[src/rtl/dag_pkg.sv]
// Shared types, constants and arithmetic helpers for the distance attenuation gain block.
// Has no dependencies; every other file of the block uses it by scoped names.
package dag_pkg;

   localparam int DISTANCE_WIDTH     = 24;
   localparam int GAIN_FRACTION_BITS = 15;
   localparam int ROLL_WIDTH         = 16;
   localparam int MODEL_WIDTH        = 2;
   localparam int GAIN_WIDTH         = GAIN_FRACTION_BITS + 1;
   localparam int LOG_FRAC           = 16;
   localparam int MANT_WIDTH         = 31;
   localparam int POS_WIDTH          = $clog2(DISTANCE_WIDTH);
   localparam int LOG_WIDTH          = POS_WIDTH + LOG_FRAC;
   localparam int NUM_WIDTH          = DISTANCE_WIDTH + 8;
   localparam int PROD_WIDTH         = DISTANCE_WIDTH + ROLL_WIDTH;
   localparam int DEN_WIDTH          = ((PROD_WIDTH > NUM_WIDTH) ? PROD_WIDTH : NUM_WIDTH) + 1;
   localparam int REM_WIDTH          = DEN_WIDTH + 1;
   localparam int EXPO_WIDTH         = LOG_WIDTH + ROLL_WIDTH + 1;
   localparam int SCALED_WIDTH       = EXPO_WIDTH - 8;
   localparam int INT_WIDTH          = SCALED_WIDTH - LOG_FRAC;
   localparam int SHIFT_WIDTH        = INT_WIDTH + 2;
   localparam int DIV_STEPS          = GAIN_FRACTION_BITS + 1;
   localparam int NSTEP              = (DIV_STEPS > LOG_FRAC) ? DIV_STEPS : LOG_FRAC;
   localparam int LATENCY            = NSTEP + LOG_FRAC + 5;
   localparam int QDEPTH             = 2;
   localparam int ADDR_WIDTH         = 4;

   localparam logic [GAIN_WIDTH-1:0] GAIN_ONE = GAIN_WIDTH'(1) << GAIN_FRACTION_BITS;

   localparam logic [MODEL_WIDTH-1:0] MODEL_NONE    = 2'd0;
   localparam logic [MODEL_WIDTH-1:0] MODEL_INVERSE = 2'd1;
   localparam logic [MODEL_WIDTH-1:0] MODEL_LINEAR  = 2'd2;
   localparam logic [MODEL_WIDTH-1:0] MODEL_EXP     = 2'd3;

   localparam logic [1:0] REG_REFERENCE = 2'd0;
   localparam logic [1:0] REG_MAXIMUM   = 2'd1;
   localparam logic [1:0] REG_ROLLOFF   = 2'd2;
   localparam logic [1:0] REG_MODEL     = 2'd3;

   typedef enum logic [4:0] {
      CLS_ONE  = 5'b00001,
      CLS_ZERO = 5'b00010,
      CLS_INV  = 5'b00100,
      CLS_LIN  = 5'b01000,
      CLS_EXP  = 5'b10000
   } cls_type;

   typedef struct packed {
      cls_type                   cls;
      logic [DISTANCE_WIDTH-1:0] distance;
      logic [DISTANCE_WIDTH-1:0] refd;
      logic [DISTANCE_WIDTH-1:0] span;
      logic [ROLL_WIDTH-1:0]     roll;
   } item_type;

   typedef struct packed {
      logic [LOG_WIDTH-1:0]  acc;
      logic [MANT_WIDTH-1:0] mant;
   } log_type;

   function automatic log_type log_init(input logic [DISTANCE_WIDTH-1:0] x);
      logic [POS_WIDTH-1:0]           p;
      logic [DISTANCE_WIDTH+29:0]     wide;
      log_type                        res;
      p = '0;
      for (int i = 0; i < DISTANCE_WIDTH; i++) begin
         if (x[i]) begin
            p = POS_WIDTH'(i);
         end
      end
      wide = {x, 30'b0} >> p;
      res.acc = LOG_WIDTH'(p);
      res.mant = wide[MANT_WIDTH-1:0];
      return res;
   endfunction

   function automatic log_type log_step(input log_type x);
      logic [2*MANT_WIDTH-1:0] sq;
      logic [31:0]             t;
      log_type                 res;
      sq = (2*MANT_WIDTH)'(x.mant) * (2*MANT_WIDTH)'(x.mant);
      t = sq[61:30];
      res.acc = {x.acc[LOG_WIDTH-2:0], t[31]};
      res.mant = t[31] ? t[31:1] : t[30:0];
      return res;
   endfunction

   function automatic logic [63:0] isqrt64(input logic [63:0] n);
      logic [63:0] res;
      logic [63:0] bitv;
      logic [63:0] rem;
      res = '0;
      rem = n;
      bitv = 64'h1 << 62;
      for (int i = 0; i < 32; i++) begin
         if (rem >= res + bitv) begin
            rem = rem - (res + bitv);
            res = (res >> 1) + bitv;
         end else begin
            res = res >> 1;
         end
         bitv = bitv >> 2;
      end
      return res;
   endfunction

   function automatic logic [MANT_WIDTH-1:0] exp_coef(input int idx);
      logic [63:0] c;
      c = isqrt64(64'h1 << 59);
      for (int j = 2; j <= idx; j++) begin
         c = isqrt64(c << 30);
      end
      return c[MANT_WIDTH-1:0];
   endfunction

endpackage

[src/rtl/dag_queue.sv]
// Short queue between the classifying front and the arithmetic back.
// Depends on dag_pkg for the item type and depth.
module dag_queue (
   input  logic              clock,
   input  logic              reset,
   input  logic              push,
   input  dag_pkg::item_type push_item,
   output logic              full,
   output logic              pop_valid,
   output dag_pkg::item_type pop_item
);

   localparam int PW = $clog2(dag_pkg::QDEPTH);
   localparam int CW = $clog2(dag_pkg::QDEPTH + 1);

   dag_pkg::item_type mem_ff [dag_pkg::QDEPTH];
   logic [PW-1:0]     wr_ff, wr_in, rd_ff, rd_in;
   logic [CW-1:0]     cnt_ff, cnt_in;
   logic              pop;

   assign full      = (cnt_ff == CW'(dag_pkg::QDEPTH));
   assign pop_valid = (cnt_ff != '0);
   assign pop       = pop_valid;
   assign pop_item  = mem_ff[rd_ff];

   always_comb begin
      wr_in  = push ? ((wr_ff == PW'(dag_pkg::QDEPTH - 1)) ? '0 : wr_ff + 1'b1) : wr_ff;
      rd_in  = pop ? ((rd_ff == PW'(dag_pkg::QDEPTH - 1)) ? '0 : rd_ff + 1'b1) : rd_ff;
      cnt_in = cnt_ff + CW'(push) - CW'(pop);
   end

   always_ff @(posedge clock) begin
      if (push) begin
         mem_ff[wr_ff] <= push_item;
      end
   end

   always_ff @(posedge clock) begin
      if (reset) begin
         wr_ff  <= '0;
         rd_ff  <= '0;
         cnt_ff <= '0;
      end else begin
         wr_ff  <= wr_in;
         rd_ff  <= rd_in;
         cnt_ff <= cnt_in;
      end
   end

endmodule

[config.mk]
export PLATFORM = sky130hd
export DESIGN_NAME = dag_queue
export DESIGN_NICKNAME = d
export VERILOG_FILES = /design/src/rtl/dag_pkg.sv /design/src/rtl/dag_queue.sv
export SDC_FILE = /design/constraint.sdc
export NUM_CORES = 1
export LEC_CHECK = 0
export ABC_AREA = 1
export BUFFER_PORTS_ARGS = -buffer_cell sky130_fd_sc_hd__clkbuf_2
export CORE_ASPECT_RATIO = 0.6
export CORE_MARGIN = 2
export CORE_UTILIZATION = 50
export CTS_CLUSTER_SIZE = 10
export DETAILED_ROUTE_END_ITERATION = 16
export PLACE_DENSITY = 0.77
export SLEW_MARGIN = 20
export SYNTH_ARGS = -nofsm -noshare
export SYNTH_HDL_FRONTEND = slang
export SYNTH_SLANG_ARGS = --single-unit
[constraint.sdc]
create_clock -name clock -period 5.7 [get_ports clock]
set_input_delay 0.285 -clock clock [delete_from_list [all_inputs] [get_ports clock]]
set_output_delay 0.285 -clock clock [all_outputs]
set_load 0.01 [all_outputs]
==> flow_metrics.tcl <==
set metrics [dict create \
    gp_congestion 0.805 \
    crit_chain "buf_4 -> nand2_1 -> o21ai_0 -> clkbuf_2" \
    critPathMaxStageDelay_ps 990 \
    worst-setup-path-type "flip-flop to output pin" \
    h-tree-depth 4 \
    holdWs_ps 56.3 \
    muxShareOfSynthArea_pct 0 \
    cts_tree "done" \
    area_growth_pct 23.5 \
    drtIter0Drc 334 \
    syn_nets 612 \
    p_comb_share_pct 8.2 \
    hold_class "input pin to flip-flop" \
    hold_violations 0 \
    synth_seq_area_share_pct 80.3 \
    tns_ps 0 \
    synth_fa_ha_area_share_pct 0.177 \
    cp.required_ps 5410 \
    gr-total-overflow 0 \
    synth_top_area_share_pct 78.9 \
    place_ws_ps 3300 \
    place_area_um2 8190 \
    port_buffers 190 \
    core_area_um2 13700 \
    grt_antenna_before_repair 0 \
    synth_cells 515 \
    yosys.area_share.simple_pct 5.81 \
    die_h_um 96.2 \
    timing.slew.headroom_pct 31.2 \
    worst_slew_pin_slew_ps 1030 \
    power_density_nw_per_um2 343 \
    vias_per_cell 4.77 \
    synth_area_leaders "edfxtp_1 79%, o21ai_0 6.6%, inv_1 5.3%" \
    num_vias 4360 \
    fin_crit_sh_pct 48.5 \
    grt_pass1_vias 4066 \
    r2r_slack_ps 3630 \
    synth_cell_types 13 \
    maxCapViolCount 0 \
    fin_nets 805 \
    clk_path_buf_depth 2 \
    synth_compound_area_share_pct 6.65 \
    synth_seq_cells 191 \
    arrival_ps 2480 \
    netlist_area_um2 7080 \
    grt_usage_pct 18.0 \
    synth_area_per_cell_um2 13.7 \
    wire_per_inst_um 14.6 \
    worst_setup_path_start_kind "flip-flop" \
    stdcell_count 914 \
    ant_nets 0 \
    post_cts_buffers 0 \
    fin_area_um2 8740 \
    p_leak_nw 3.67 \
    p_sw_mw 0.708 \
    cts_resized 0 \
    synth_top_family_by_area "buffers and inverters" \
    cts_buffers 17 \
    wirelength_um 13400 \
    rsz0062_at_grt "false" \
    dp.cells 881 \
    seq_area_um2 5690 \
    skew_ps 10.9 \
    crit_buf_inv 2 \
    yosys_warnings 0 \
    timing.final.max_slew_violations 0 \
    final_util_pct 63.6 \
    end_kind "output pin" \
    crit_slowest_cell "dfxtp_4" \
    synth-xor-area-share_pct 0 \
    clock-root-buffer "clkbuf_16" \
    cp_max_fo 120 \
    rows 33 \
    clk_latency_ps 410 \
    path_clk_slew_ps 70 \
    crit_family "flip-flops" \
    dieArea_um2 15200 \
    p_seq_share_pct 55.2 \
    dr.pass1.iters 4 \
    layout_min_cycle_time_ps 2770 \
    drive_gt1_share_pct 31.5 \
    pin_count 191 \
    ir_drop_uv 201 \
    grt_max_degree 121 \
    power.internal_mw 2.29 \
    hold_buffers 0 \
    start_util_pct 51.5 \
    drcViolationCount 0 \
    synth_top_cell_by_area "edfxtp_1" \
    setup_viol 0 \
    setup_ws_ps 2930 \
    die_w_um 158 \
    p_total_mw 3.00 \
    grt_pass1_wl_um 20200 \
    multiInputGateArea_um2 902 \
    power.share.clock_pct 36.6 \
    max_freq_ghz 0.362 \
    dp_hpwl_um 9120 \
    fillers 1038 \
    clock_sinks 191 \
    status "finished clean" \
    swShare_pct 23.6 \
]
==> cell usage in the layout (no fill, tap or decap), drive strengths merged <==
master	synthesis	routed
clkbuf	3	208
edfxtp	186	186
inv	100	106
nand2	97	97
o21ai	93	93
nor2	10	10
clkinv	0	7
dfxtp	5	5
buf	17	4
diode	0	1
nor3	1	1
a21oi	1	1
nand3	1	1
ha	1	1
clkinvlp	0	1
==> cell usage after synthesis <==
| master | count |
|---|---|
| nor3_1 | 1 |
| nand2_1 | 97 |
| buf_4 | 11 |
| ha_1 | 1 |
| nand3_1 | 1 |
| a21oi_1 | 1 |
| o21ai_0 | 93 |
| edfxtp_1 | 186 |
| buf_2 | 6 |
| nor2_1 | 10 |
| inv_1 | 100 |
| dfxtp_1 | 5 |
| clkbuf_1 | 3 |
==> registers in the layout (all words and copies together) (netlist names), named ones only <==
signal  flops
rd_ff       1
wr_ff       1
cnt_ff      2
mem_ff    186
==> cell families after synthesis <==
logic type	Yosys count
flip-flops	191
buffers and inverters	120
AND/OR/NAND/NOR	109
adder cells (fa/ha/maj)	1
AO/OA/AOI/OAI	94
==> power by group through the flow <==
stage                     clock [mW]  sequential (mW)  combinational [mW]
after CTS                       1.12             1.65               0.251
after global placement             0             1.68               0.241
after global routing            1.17             1.66               0.276
final                           1.10             1.65               0.247
after detailed placement           0             1.69               0.250
after floorplan                    0             1.67               0.132
==> worst paths after layout <==
kind,startpoint,to,depth (start not counted)
worst max-delay path,flip-flop,pop_item[84],4
worst min-delay path,push_item[11],mem_ff[0][11]$_DFFE_PP_,1
worst max register to register,wr_ff$_SDFFE_PP0P_,mem_ff[1][6]$_DFFE_PP_,3
worst min register to register,rd_ff$_SDFFE_PP0P_,rd_ff$_SDFFE_PP0P_,3
==> cell type report <==
type                    instances  share of cell area (%)
clock buffers                  18                    4.91
multi-input cells             204                    10.3
clock inverters                14                    1.40
inverters                     100                    4.32
diodes                          1                  0.0286
well taps                     192                    2.75
repair buffers                194                    11.2
flip-flops and latches        191                    65.1
==> routing by layer <==
metal | track usage, % | routed length, um
met4 | 5.45 | 118
met3 | 6.08 | 1410
met2 | 28.9 | 6050
met5 | 0 | 0
met1 | 23.7 | 5790
(Power assumes the default switching activity.)
