$ cat src/rtl/dag_pkg.sv
// Shared types, constants and arithmetic helpers for the distance attenuation gain block.
// Has no dependencies; every other file of the block uses it by scoped names.
package dag_pkg;

   localparam int DISTANCE_WIDTH     = 24;
   localparam int GAIN_FRACTION_BITS = 15;
   localparam int ROLL_WIDTH         = 16;
   localparam int MODEL_WIDTH        = 2;
   localparam int GAIN_WIDTH         = GAIN_FRACTION_BITS + 1;
   localparam int LOG_FRAC           = 16;
   localparam int MANT_WIDTH         = 31;
   localparam int POS_WIDTH          = $clog2(DISTANCE_WIDTH);
   localparam int LOG_WIDTH          = POS_WIDTH + LOG_FRAC;
   localparam int NUM_WIDTH          = DISTANCE_WIDTH + 8;
   localparam int PROD_WIDTH         = DISTANCE_WIDTH + ROLL_WIDTH;
   localparam int DEN_WIDTH          = ((PROD_WIDTH > NUM_WIDTH) ? PROD_WIDTH : NUM_WIDTH) + 1;
   localparam int REM_WIDTH          = DEN_WIDTH + 1;
   localparam int EXPO_WIDTH         = LOG_WIDTH + ROLL_WIDTH + 1;
   localparam int SCALED_WIDTH       = EXPO_WIDTH - 8;
   localparam int INT_WIDTH          = SCALED_WIDTH - LOG_FRAC;
   localparam int SHIFT_WIDTH        = INT_WIDTH + 2;
   localparam int DIV_STEPS          = GAIN_FRACTION_BITS + 1;
   localparam int NSTEP              = (DIV_STEPS > LOG_FRAC) ? DIV_STEPS : LOG_FRAC;
   localparam int LATENCY            = NSTEP + LOG_FRAC + 5;
   localparam int QDEPTH             = 2;
   localparam int ADDR_WIDTH         = 4;

   localparam logic [GAIN_WIDTH-1:0] GAIN_ONE = GAIN_WIDTH'(1) << GAIN_FRACTION_BITS;

   localparam logic [MODEL_WIDTH-1:0] MODEL_NONE    = 2'd0;
   localparam logic [MODEL_WIDTH-1:0] MODEL_INVERSE = 2'd1;
   localparam logic [MODEL_WIDTH-1:0] MODEL_LINEAR  = 2'd2;
   localparam logic [MODEL_WIDTH-1:0] MODEL_EXP     = 2'd3;

   localparam logic [1:0] REG_REFERENCE = 2'd0;
   localparam logic [1:0] REG_MAXIMUM   = 2'd1;
   localparam logic [1:0] REG_ROLLOFF   = 2'd2;
   localparam logic [1:0] REG_MODEL     = 2'd3;

   typedef enum logic [4:0] {
      CLS_ONE  = 5'b00001,
      CLS_ZERO = 5'b00010,
      CLS_INV  = 5'b00100,
      CLS_LIN  = 5'b01000,
      CLS_EXP  = 5'b10000
   } cls_type;

   typedef struct packed {
      cls_type                   cls;
      logic [DISTANCE_WIDTH-1:0] distance;
      logic [DISTANCE_WIDTH-1:0] refd;
      logic [DISTANCE_WIDTH-1:0] span;
      logic [ROLL_WIDTH-1:0]     roll;
   } item_type;

   typedef struct packed {
      logic [LOG_WIDTH-1:0]  acc;
      logic [MANT_WIDTH-1:0] mant;
   } log_type;

   function automatic log_type log_init(input logic [DISTANCE_WIDTH-1:0] x);
      logic [POS_WIDTH-1:0]           p;
      logic [DISTANCE_WIDTH+29:0]     wide;
      log_type                        res;
      p = '0;
      for (int i = 0; i < DISTANCE_WIDTH; i++) begin
         if (x[i]) begin
            p = POS_WIDTH'(i);
         end
      end
      wide = {x, 30'b0} >> p;
      res.acc = LOG_WIDTH'(p);
      res.mant = wide[MANT_WIDTH-1:0];
      return res;
   endfunction

   function automatic log_type log_step(input log_type x);
      logic [2*MANT_WIDTH-1:0] sq;
      logic [31:0]             t;
      log_type                 res;
      sq = (2*MANT_WIDTH)'(x.mant) * (2*MANT_WIDTH)'(x.mant);
      t = sq[61:30];
      res.acc = {x.acc[LOG_WIDTH-2:0], t[31]};
      res.mant = t[31] ? t[31:1] : t[30:0];
      return res;
   endfunction

   function automatic logic [63:0] isqrt64(input logic [63:0] n);
      logic [63:0] res;
      logic [63:0] bitv;
      logic [63:0] rem;
      res = '0;
      rem = n;
      bitv = 64'h1 << 62;
      for (int i = 0; i < 32; i++) begin
         if (rem >= res + bitv) begin
            rem = rem - (res + bitv);
            res = (res >> 1) + bitv;
         end else begin
            res = res >> 1;
         end
         bitv = bitv >> 2;
      end
      return res;
   endfunction

   function automatic logic [MANT_WIDTH-1:0] exp_coef(input int idx);
      logic [63:0] c;
      c = isqrt64(64'h1 << 59);
      for (int j = 2; j <= idx; j++) begin
         c = isqrt64(c << 30);
      end
      return c[MANT_WIDTH-1:0];
   endfunction

endpackage

$ cat src/rtl/dag_front.sv
// Front part: classifies each distance beat against the configured registers.
// Depends on dag_pkg for the item type and model codes.
module dag_front (
   input  logic [dag_pkg::DISTANCE_WIDTH-1:0] distance,
   input  logic [dag_pkg::DISTANCE_WIDTH-1:0] refd,
   input  logic [dag_pkg::DISTANCE_WIDTH-1:0] maxd,
   input  logic [dag_pkg::ROLL_WIDTH-1:0]     roll,
   input  logic [dag_pkg::MODEL_WIDTH-1:0]    model,
   output dag_pkg::item_type                  item
);

   always_comb begin
      item.distance = distance;
      item.refd = refd;
      item.span = maxd - refd;
      item.roll = roll;
      if (distance <= refd) begin
         item.cls = dag_pkg::CLS_ONE;
      end else if (distance >= maxd) begin
         item.cls = dag_pkg::CLS_ZERO;
      end else begin
         unique case (model)
            dag_pkg::MODEL_NONE:    item.cls = dag_pkg::CLS_ONE;
            dag_pkg::MODEL_INVERSE: item.cls = dag_pkg::CLS_INV;
            dag_pkg::MODEL_LINEAR:  item.cls = dag_pkg::CLS_LIN;
            default:                item.cls = dag_pkg::CLS_EXP;
         endcase
      end
   end

endmodule

$ cat config.mk
export PLATFORM = sky130hd
export DESIGN_NAME = dag_front
export DESIGN_NICKNAME = d
export VERILOG_FILES = /design/src/rtl/dag_pkg.sv /design/src/rtl/dag_front.sv
export SDC_FILE = /design/constraint.sdc
export NUM_CORES = 1
export LEC_CHECK = 0
export BUFFER_PORTS_ARGS = -buffer_cell sky130_fd_sc_hd__buf_2
export CORE_AREA = 2 2 88 90
export DETAILED_ROUTE_END_ITERATION = 7
export DIE_AREA = 0 0 90 92
export PLACE_DENSITY_LB_ADDON = 0.1
export SYNTH_ARGS = -nofsm -noshare
export SYNTH_HDL_FRONTEND = slang
export SYNTH_SLANG_ARGS = --single-unit
$ cat constraint.sdc
create_clock -name vclk -period 1.9
set_input_delay 0 -clock vclk [all_inputs]
set_output_delay 0 -clock vclk [all_outputs]
set_load 0.01 [all_outputs]
==> impl_metrics.toml, run 1 <==
[sta]
fin_setup_tns_ns = -1.354
rsz0062_at_grt = "true"
final_max_slew_viol_count = 0
worstMarginPinSlew_ns = 0.4600
timing.final.ws_setup_ns = -0.2488
slew_headroom_pct = 69.01
fin_crit_sh_pct = 113.1
max_freq_ghz = 0.4654
hold_viol = 0
layout_min_cycle_time_ns = 2.149
setup_viol = 10

[yosys]
synth_top_area_share_pct = 29.74
synth_cells = 419
syn-cell-area_mm2 = 0.002987
synth_warnings = 0
ys_seq_area_share_pct = 0
syn_avg_cell_area_um2 = 7.128
synth_cell_types = 49
synthTopCellsByArea = "ha_1, buf_4, inv_1"
yosysMostFrequentCell = "ha_1"
yosys-top-cells-count = "ha_1, buf_4, inv_1, a21oi_1, nand2_1"
synth_fp_nets = 581
yosys.area.top_type = "ha_1"

[setup_path]
critPathCapture = "item[36]"
critPathLaunchType = "input port"
crit_fanout = 5
cp-end-kind = "output port"
crit_path_start = "refd[0]"
worstSetupPathType = "in2out"
worstPathArrival_ns = 2.15
required_ns = 1.90

[cells_and_area]
nets = 769
stdcell_area_mm2 = 0.004666
area_growth_pct = 56.22
seqCellArea_um2 = 0
fin_util_pct = 62.65
nFillCells = 719
drive_gt1_share_pct = 52.73
seq_cells = 0
n_antenna_cell = 0
clock_buffers = 0

[global_routing]
track_usage_pct = 21.40
grt_pass1_vias = 3400
grt_antenna_before_repair = 0
grt_start_max_net_pins = 9
globalRoute.totalOverflow = 0
grt_pass1_wl_um = 15100

[power]
power.leakage_nw = 2.528
power.switching_mw = 0.7475
sw_frac_of_total_pct = 50.51
p_seq_share_pct = 0
p_total_mw = 1.480
p_per_area_mw_per_mm2 = 317.2
ir_worst_vdd_uv = 212.1
internal_power_mw = 0.7324
comb_power_share_pct = 100.0
pwr-share-clk_pct = 0

[hold_path]
worstHoldPathCells = 0
hold_class = "in2out"

[flow_run]
cap_violations = 0

[placed_design]
dpl_worst_slack_ns = -0.2780
placed_area_mm2 = 0.004096
gp_congestion = 0.9262
dpl.hpwl_um = 8074
port_buffers = 151

[floorplan]
die_y_um = 92
dieArea_mm2 = 0.008280
dieWidth_um = 90
core_mm2 = 0.007447
ioPinCount = 183
initial_utilization_pct = 40.10
rows = 32

[detailed_routing]
drt-total-wl_um = 9602
drc = 0
ant_nets = 0
drt_iter0_markers = 88
drt_first_pass_iters = 4
routedWlPerCell_um = 13.58
route.vias.total = 3525
routed_via_density = 4.986

[outcome]
violations = "negative setup slack"
run_status = "complete, but fails checks"
## critical path: stages
cell       delay (ns)
buf_6            0.10
ha_4             0.15
fa_2             0.33
and2b_1          0.23
o2111ai_2        0.15
and4_4           0.19
or3_4            0.44
o41ai_4          0.23
xor2_1           0.17
buf_2            0.15
## metal layers
metal / global-route usage [%] / wire length [um] / vias to the layer above
li1: - / - / 1798
met1: 25.92 / 3963 / 1572
met2: 40.60 / 4878 / 139
met5: 0 / 0 / -
met3: 2.629 / 577 / 16
met4: 3.974 / 182 / 0
## worst min path at each step
stage	from	endpoint	slack (ns)
after detailed placement	roll[14]	item[14]	0.00007
after floorplan	model[0]	item[91]	0.05
after CTS	roll[14]	item[14]	0.00007
after global placement	roll[14]	item[14]	0.00007
after global routing	roll[1]	item[1]	0.00002
final	roll[5]	item[5]	0.000004
## placed cells by master, fill, tap and decap left out, types with 3 or more instances in the layout
master	instances
ha_4	14
o21a_1	5
nor3_1	3
nor2_1	17
nor2b_1	5
xor2_1	9
nand3_1	5
o21bai_1	7
nand2_2	3
a21o_1	16
nand2_1	23
inv_4	3
o21ai_0	7
a21oi_2	7
o21ai_1	5
nand4_1	10
buf_2	140
o211ai_1	4
ha_1	57
inv_1	50
buf_6	11
a31oi_1	3
inv_2	4
xnor2_1	11
buf_4	99
a21oi_1	34
## through the flow
step / hold slack, ns / cells
finish: 0.000003906 / 707
global route: 0.00001677 / 707
CTS: 0.00006862 / 698
detailed placement: 0.00006862 / 697
global placement: 0.00006862 / 697
floorplan: 0.05099 / 419
## power by group through the flow
stage | Sequential (mW) | Combinational (mW) | Clock, mW
after floorplan | 0 | 0.782 | 0
after global placement | 0 | 1.28 | 0
after detailed placement | 0 | 1.29 | 0
after CTS | 0 | 1.38 | 0
after global routing | 0 | 1.63 | 0
final | 0 | 1.48 | 0
## logic make-up (layout without fill, tap and decap cells)
group           Yosys count  count (layout)  synth area share, %
compound gates          112             112                24.76
simple gates             92              92                15.46
fa+ha+maj                72              72                30.41
xor+xnor                 20              20                5.865
buf+inv                 123             309                23.50
## area by class of cell
type | instances | area [um2] | area share, %
tap | 102 | 127.6 | 2.735
multi-input combinational | 296 | 2719 | 58.27
inverter | 57 | 221.5 | 4.747
timing repair buffer | 252 | 1598 | 34.25
## repair_timing
item	4_1_cts	5_1_grt
setup endpoints to repair	16	16
endpoints found under the hold margin	0	0
gates resized for setup	59	37
hold buffers	0	0
pin swaps	16	17
setup buffers	2	9
Note: power is estimated with default switching activity, not from simulation.
==> run 2: changes to the inputs <==
--- a/config.mk
+++ b/config.mk
@@ -6,9 +6,9 @@
 export NUM_CORES = 1
 export LEC_CHECK = 0
 export BUFFER_PORTS_ARGS = -buffer_cell sky130_fd_sc_hd__buf_2
-export CORE_AREA = 2 2 88 90
+export CORE_AREA = 2 2 84 86
 export DETAILED_ROUTE_END_ITERATION = 7
-export DIE_AREA = 0 0 90 92
+export DIE_AREA = 0 0 86 88
 export PLACE_DENSITY_LB_ADDON = 0.1
 export SYNTH_ARGS = -nofsm -noshare
 export SYNTH_HDL_FRONTEND = slang
==> constraint.sdc (replaced) <==
create_clock -name vclk -period 2.3
set_input_delay 0 -clock vclk [all_inputs]
set_output_delay 0 -clock vclk [all_outputs]
set_load 0.01 [all_outputs]
==> run 2 against run 1 <==
  * The run now ends clean
  * Non-clock buffer count down 94
  * Hold slack about the same
  * Critical endpoint is now item[34]
  * Highest routed layer unchanged
  * Final area down 25%
==> impl_metrics.toml, run 2 (synthesized netlist as in run 1, its figures left out) <==
[setup_path]
crit_fanout = 5
crit_buf_inv = 3
cpLargestDelayFamily = "simple AND/OR/NAND/NOR gates"
worstPathArrival_ns = 2.22
worstSetupPathType = "in2out"
max_stage_delay_ns = 0.44
path_cells = "buf_8 > inv_4 > ha_4 > fa_2 > and2b_1 > o2111ai_2 > and4_4 > or3_4 > and3_1 > a311oi_1 > buf_2"
critPathLaunchType = "input port"
required_ns = 2.30
crit_slowest_cell = "or3_4"
cp-end-kind = "output port"

[placed_design]
placed_area_mm2 = 0.003400
port_buffers = 151
dpl_worst_slack_ns = -0.06842
dpl.hpwl_um = 7175
gp_congestion = 0.9314

[floorplan]
initial_utilization_pct = 44.95
die_y_um = 88
ioPinCount = 183
dieWidth_um = 86
rows = 30
dieArea_mm2 = 0.007568
core_mm2 = 0.006644

[outcome]
run_status = "finished, final reports clean"

[detailed_routing]
routed_via_density = 5.308
met2_length_um = 3684
wl_met1_um = 3531
wl_met3_um = 591
drt_iter0_markers = 150
routedWlPerCell_um = 13.52
routed.top_layer = "met4"
drt_first_pass_iters = 4
drc = 0
ant_nets = 0
route.vias.total = 3137
drt-total-wl_um = 7988

[global_routing]
grt_pass1_wl_um = 12550
grt_antenna_before_repair = 0
track_usage_pct = 19.77
grt_pass1_vias = 2900
globalRoute.totalOverflow = 0
grt_start_max_net_pins = 12

[sta]
fin_setup_tns_ns = 0
hold_viol = 0
slew_headroom_pct = 59.98
setup_viol = 0
timing.final.ws_setup_ns = 0.07789
final_max_slew_viol_count = 0
fin_crit_sh_pct = 96.61
worstMarginPinSlew_ns = 0.5941
max_freq_ghz = 0.4500
layout_min_cycle_time_ns = 2.222
rsz0062_at_grt = "true"

[power]
ir_worst_vdd_uv = 94.69
p_per_area_mw_per_mm2 = 264.3
power.leakage_nw = 2.024

[cells_and_area]
n_antenna_cell = 0
final_cell_mix = "buf_2, ha_1, inv_1, a21oi_1, nand2_1"
area_growth_pct = 16.59
seq_cells = 0
nets = 675
drive_gt1_share_pct = 34.25
stdcell_area_mm2 = 0.003482
seqCellArea_um2 = 0
layout_commonest_cell = "buf_2"
clock_buffers = 0

[flow_run]
cap_violations = 0

[hold_path]
hold_class = "in2out"

[clock_tree]
hold_buffers = 0
## run 2: through the flow
stage                     utilization [%]  instances  hold slack (ns)  total power, mW
after detailed placement            51.17        590       0.00006862           0.8963
after floorplan                         -        419          0.05099           0.6351
final                               52.41        591      0.000003930           0.9202
after global placement              51.17        590       0.00006862           0.8902
after global routing                52.41        591       0.00001692            1.031
after CTS                           51.39        590       0.00006862           0.9065
## run 2: per-layer routing
layer  vias up  global-route usage (%)
met4         0                   3.752
met3        14                   1.320
li1       1599                       -
met2       150                   36.29
met5         -                       0
met1      1374                   25.52
## run 2: worst paths after layout
kind / start / end / slack, ns / cells past startpoint
setup / recovery: maxd[0] / item[34] / 0.08 / 11
hold / removal: roll[13] / item[13] / 0.000004 / 0
## run 2: area by class of cell
type,instances,area [um2]
Fill cell,717,3162
Inverter,57,216.5
Multi-Input combinational cell,296,2341
Tap cell,80,100.1
Timing Repair Buffer,158,824.5
## run 2: where the power goes
group,internal [mW],switching (mW),total (mW)
combinational,0.405,0.515,0.920
sequential,0,0,0
clock,0,0,0
## run 2: timing repair
action | 4_1_cts | 5_1_grt
gates resized for setup | 3 | 15
gates cloned | 0 | 0
pin swaps | 1 | 8
setup buffers | 0 | 1
endpoints found under the setup margin | 4 | 9
==> run 3: changes to the inputs <==
--- a/config.mk
+++ b/config.mk
@@ -5,10 +5,11 @@
 export SDC_FILE = /design/constraint.sdc
 export NUM_CORES = 1
 export LEC_CHECK = 0
+export ABC_AREA = 1
 export BUFFER_PORTS_ARGS = -buffer_cell sky130_fd_sc_hd__buf_2
-export CORE_AREA = 2 2 84 86
+export CORE_AREA = 2 2 87 89
 export DETAILED_ROUTE_END_ITERATION = 7
-export DIE_AREA = 0 0 86 88
+export DIE_AREA = 0 0 89 91
 export PLACE_DENSITY_LB_ADDON = 0.1
 export SYNTH_ARGS = -nofsm -noshare
 export SYNTH_HDL_FRONTEND = slang
==> constraint.sdc (replaced) <==
create_clock -name vclk -period 2.1
set_input_delay 0 -clock vclk [all_inputs]
set_output_delay 0 -clock vclk [all_outputs]
set_load 0.01 [all_outputs]
==> run 3 against run 2 <==
  * Clock-buffer cell count stayed put
  * Sequential share of layout area unchanged
  * Non-clock buffer count fell by 7
  * Cell count is 28% higher
  * Critical path type unchanged
  * Largest power group unchanged
  * Highest routed layer unchanged
==> impl_metrics.toml, run 3 <==
[outcome]
run_status = "finished, final reports clean"

[cells_and_area]
drive_gt1_share_pct = 24.01
stdcell_area_mm2 = 0.003709
layout_commonest_cell = "buf_2"
n_antenna_cell = 0
fin_cells = 757
nets = 822
seqCellArea_um2 = 0
clock_buffers = 0
area_growth_pct = 12.06
seq_cells = 0
final_cell_mix = "buf_2, nand2_1, inv_1, ha_1, nor2_1"

[detailed_routing]
drc = 0
drt_iter0_markers = 132
routedWlPerCell_um = 11.62
drt_first_pass_iters = 4
ant_nets = 0
drt-total-wl_um = 8796
routed_via_density = 4.732
route.vias.total = 3582

[clock_tree]
hold_buffers = 0
postCtsResizedCells = 0
cts_setup_buffers = 0

[setup_path]
max_stage_delay_ns = 0.41
crit_fanout = 4
crit_buf_inv = 2
worstSetupPathType = "in2out"
critPathLaunchType = "input port"
worstPathArrival_ns = 1.85
required_ns = 2.10
cpLargestDelayFamily = "simple AND/OR/NAND/NOR gates"
crit_path_frequent_cell = "nand2_1"
cp-end-kind = "output port"
path_cells = "buf_2 > ha_1 > fa_1 > nand3b_1 > nand2_1 > nand2_1 > nand2_1 > nand2_1 > nand2_1 > nand2_1 > nand2_1 > nand2_1 > nand2_1 > buf_2"
crit_slowest_cell = "fa_1"

[floorplan]
die_y_um = 91
core_mm2 = 0.007137
dieWidth_um = 89
dieArea_mm2 = 0.008099
ioPinCount = 183
initial_utilization_pct = 46.37
rows = 31

[power]
p_per_area_mw_per_mm2 = 269.8
p_total_mw = 1.000
power.leakage_nw = 2.444
ir_worst_vdd_uv = 87.97

[sta]
slew_headroom_pct = 76.50
hold_viol = 0
fin_crit_sh_pct = 87.88
final_max_slew_viol_count = 0
max_freq_ghz = 0.5418
worstMarginPinSlew_ns = 0.3526
timing.final.ws_setup_ns = 0.2544
fin_setup_tns_ns = 0
layout_min_cycle_time_ns = 1.846
rsz0062_at_grt = "false"
setup_viol = 0

[global_routing]
grt_antenna_before_repair = 0
grt_pass1_vias = 3126
globalRoute.totalOverflow = 0
track_usage_pct = 20.27
grt_start_max_net_pins = 8
grt_pass1_wl_um = 13800

[yosys]
ys_seq_area_share_pct = 0
synth_warnings = 0
synth_fp_nets = 733
synth_cell_types = 26
syn_avg_cell_area_um2 = 5.796
yosys-top-cells-count = "nand2_1, inv_1, ha_1, buf_4, nor2_1"
synthTopCellsByArea = "ha_1, nand2_1, buf_4"
synth_top_area_share_pct = 26.84
yosysMostFrequentCell = "nand2_1"
yosys.area.top_type = "ha_1"
synth_cells = 571
syn-cell-area_mm2 = 0.003309

[flow_run]
cap_violations = 0

[placed_design]
port_buffers = 151
dpl.hpwl_um = 8048
placed_area_mm2 = 0.003709
gp_congestion = 0.9016
dp.cells = 757
dpl_worst_slack_ns = 0.2519

[hold_path]
hold_class = "in2out"
[run 3: worst paths after layout]
kind | from | end | slack (ns) | depth (start not counted)
hold / removal | roll[3] | item[3] | 0.000004 | 0
setup / recovery | refd[0] | item[34] | 0.25 | 14
[run 3: kinds of logic (layout without fill, tap and decap cells)]
| kind of cell | after synthesis | count (layout) | share of synthesized area [%] |
|---|---|---|---|
| AO/OA/AOI/OAI | 68 | 68 | 11.08 |
| XOR/XNOR | 13 | 13 | 3.440 |
| adder cells (fa/ha/maj) | 72 | 72 | 27.45 |
| buffers and inverters | 169 | 256 | 26.43 |
| AND/OR/NAND/NOR | 249 | 249 | 31.61 |
[run 3: layer usage]
metal / wire length, um / share of wire [%] / vias up / track usage, %
met5: 0 / 0 / - / 0
met2: 4014 / 46 / 101 / 33.89
met3: 485 / 5.5 / 2 / 1.364
li1: - / - / 1937 / -
met4: 51 / 0.58 / 0 / 1.119
met1: 4246 / 48 / 1542 / 29.65
[run 3: where the power goes]
part / switching, mW / internal (mW)
sequential: 0 / 0
clock: 0 / 0
combinational: 0.603 / 0.397
[run 3: area by class of cell]
class,instances,area (um2)
repair buffers,151,755.7
inverters,105,394.1
multi-input cells,402,2435
well taps,99,123.9
fillers,826,3428
[run 3: per-stage QoR]
stage                     util [%]  hold slack, ns
after CTS                    51.96      0.00006862
after global placement       51.96      0.00006862
after detailed placement     51.96      0.00006862
after global routing         51.96      0.00001771
after floorplan                  -         0.09177
final                        51.96     0.000003925
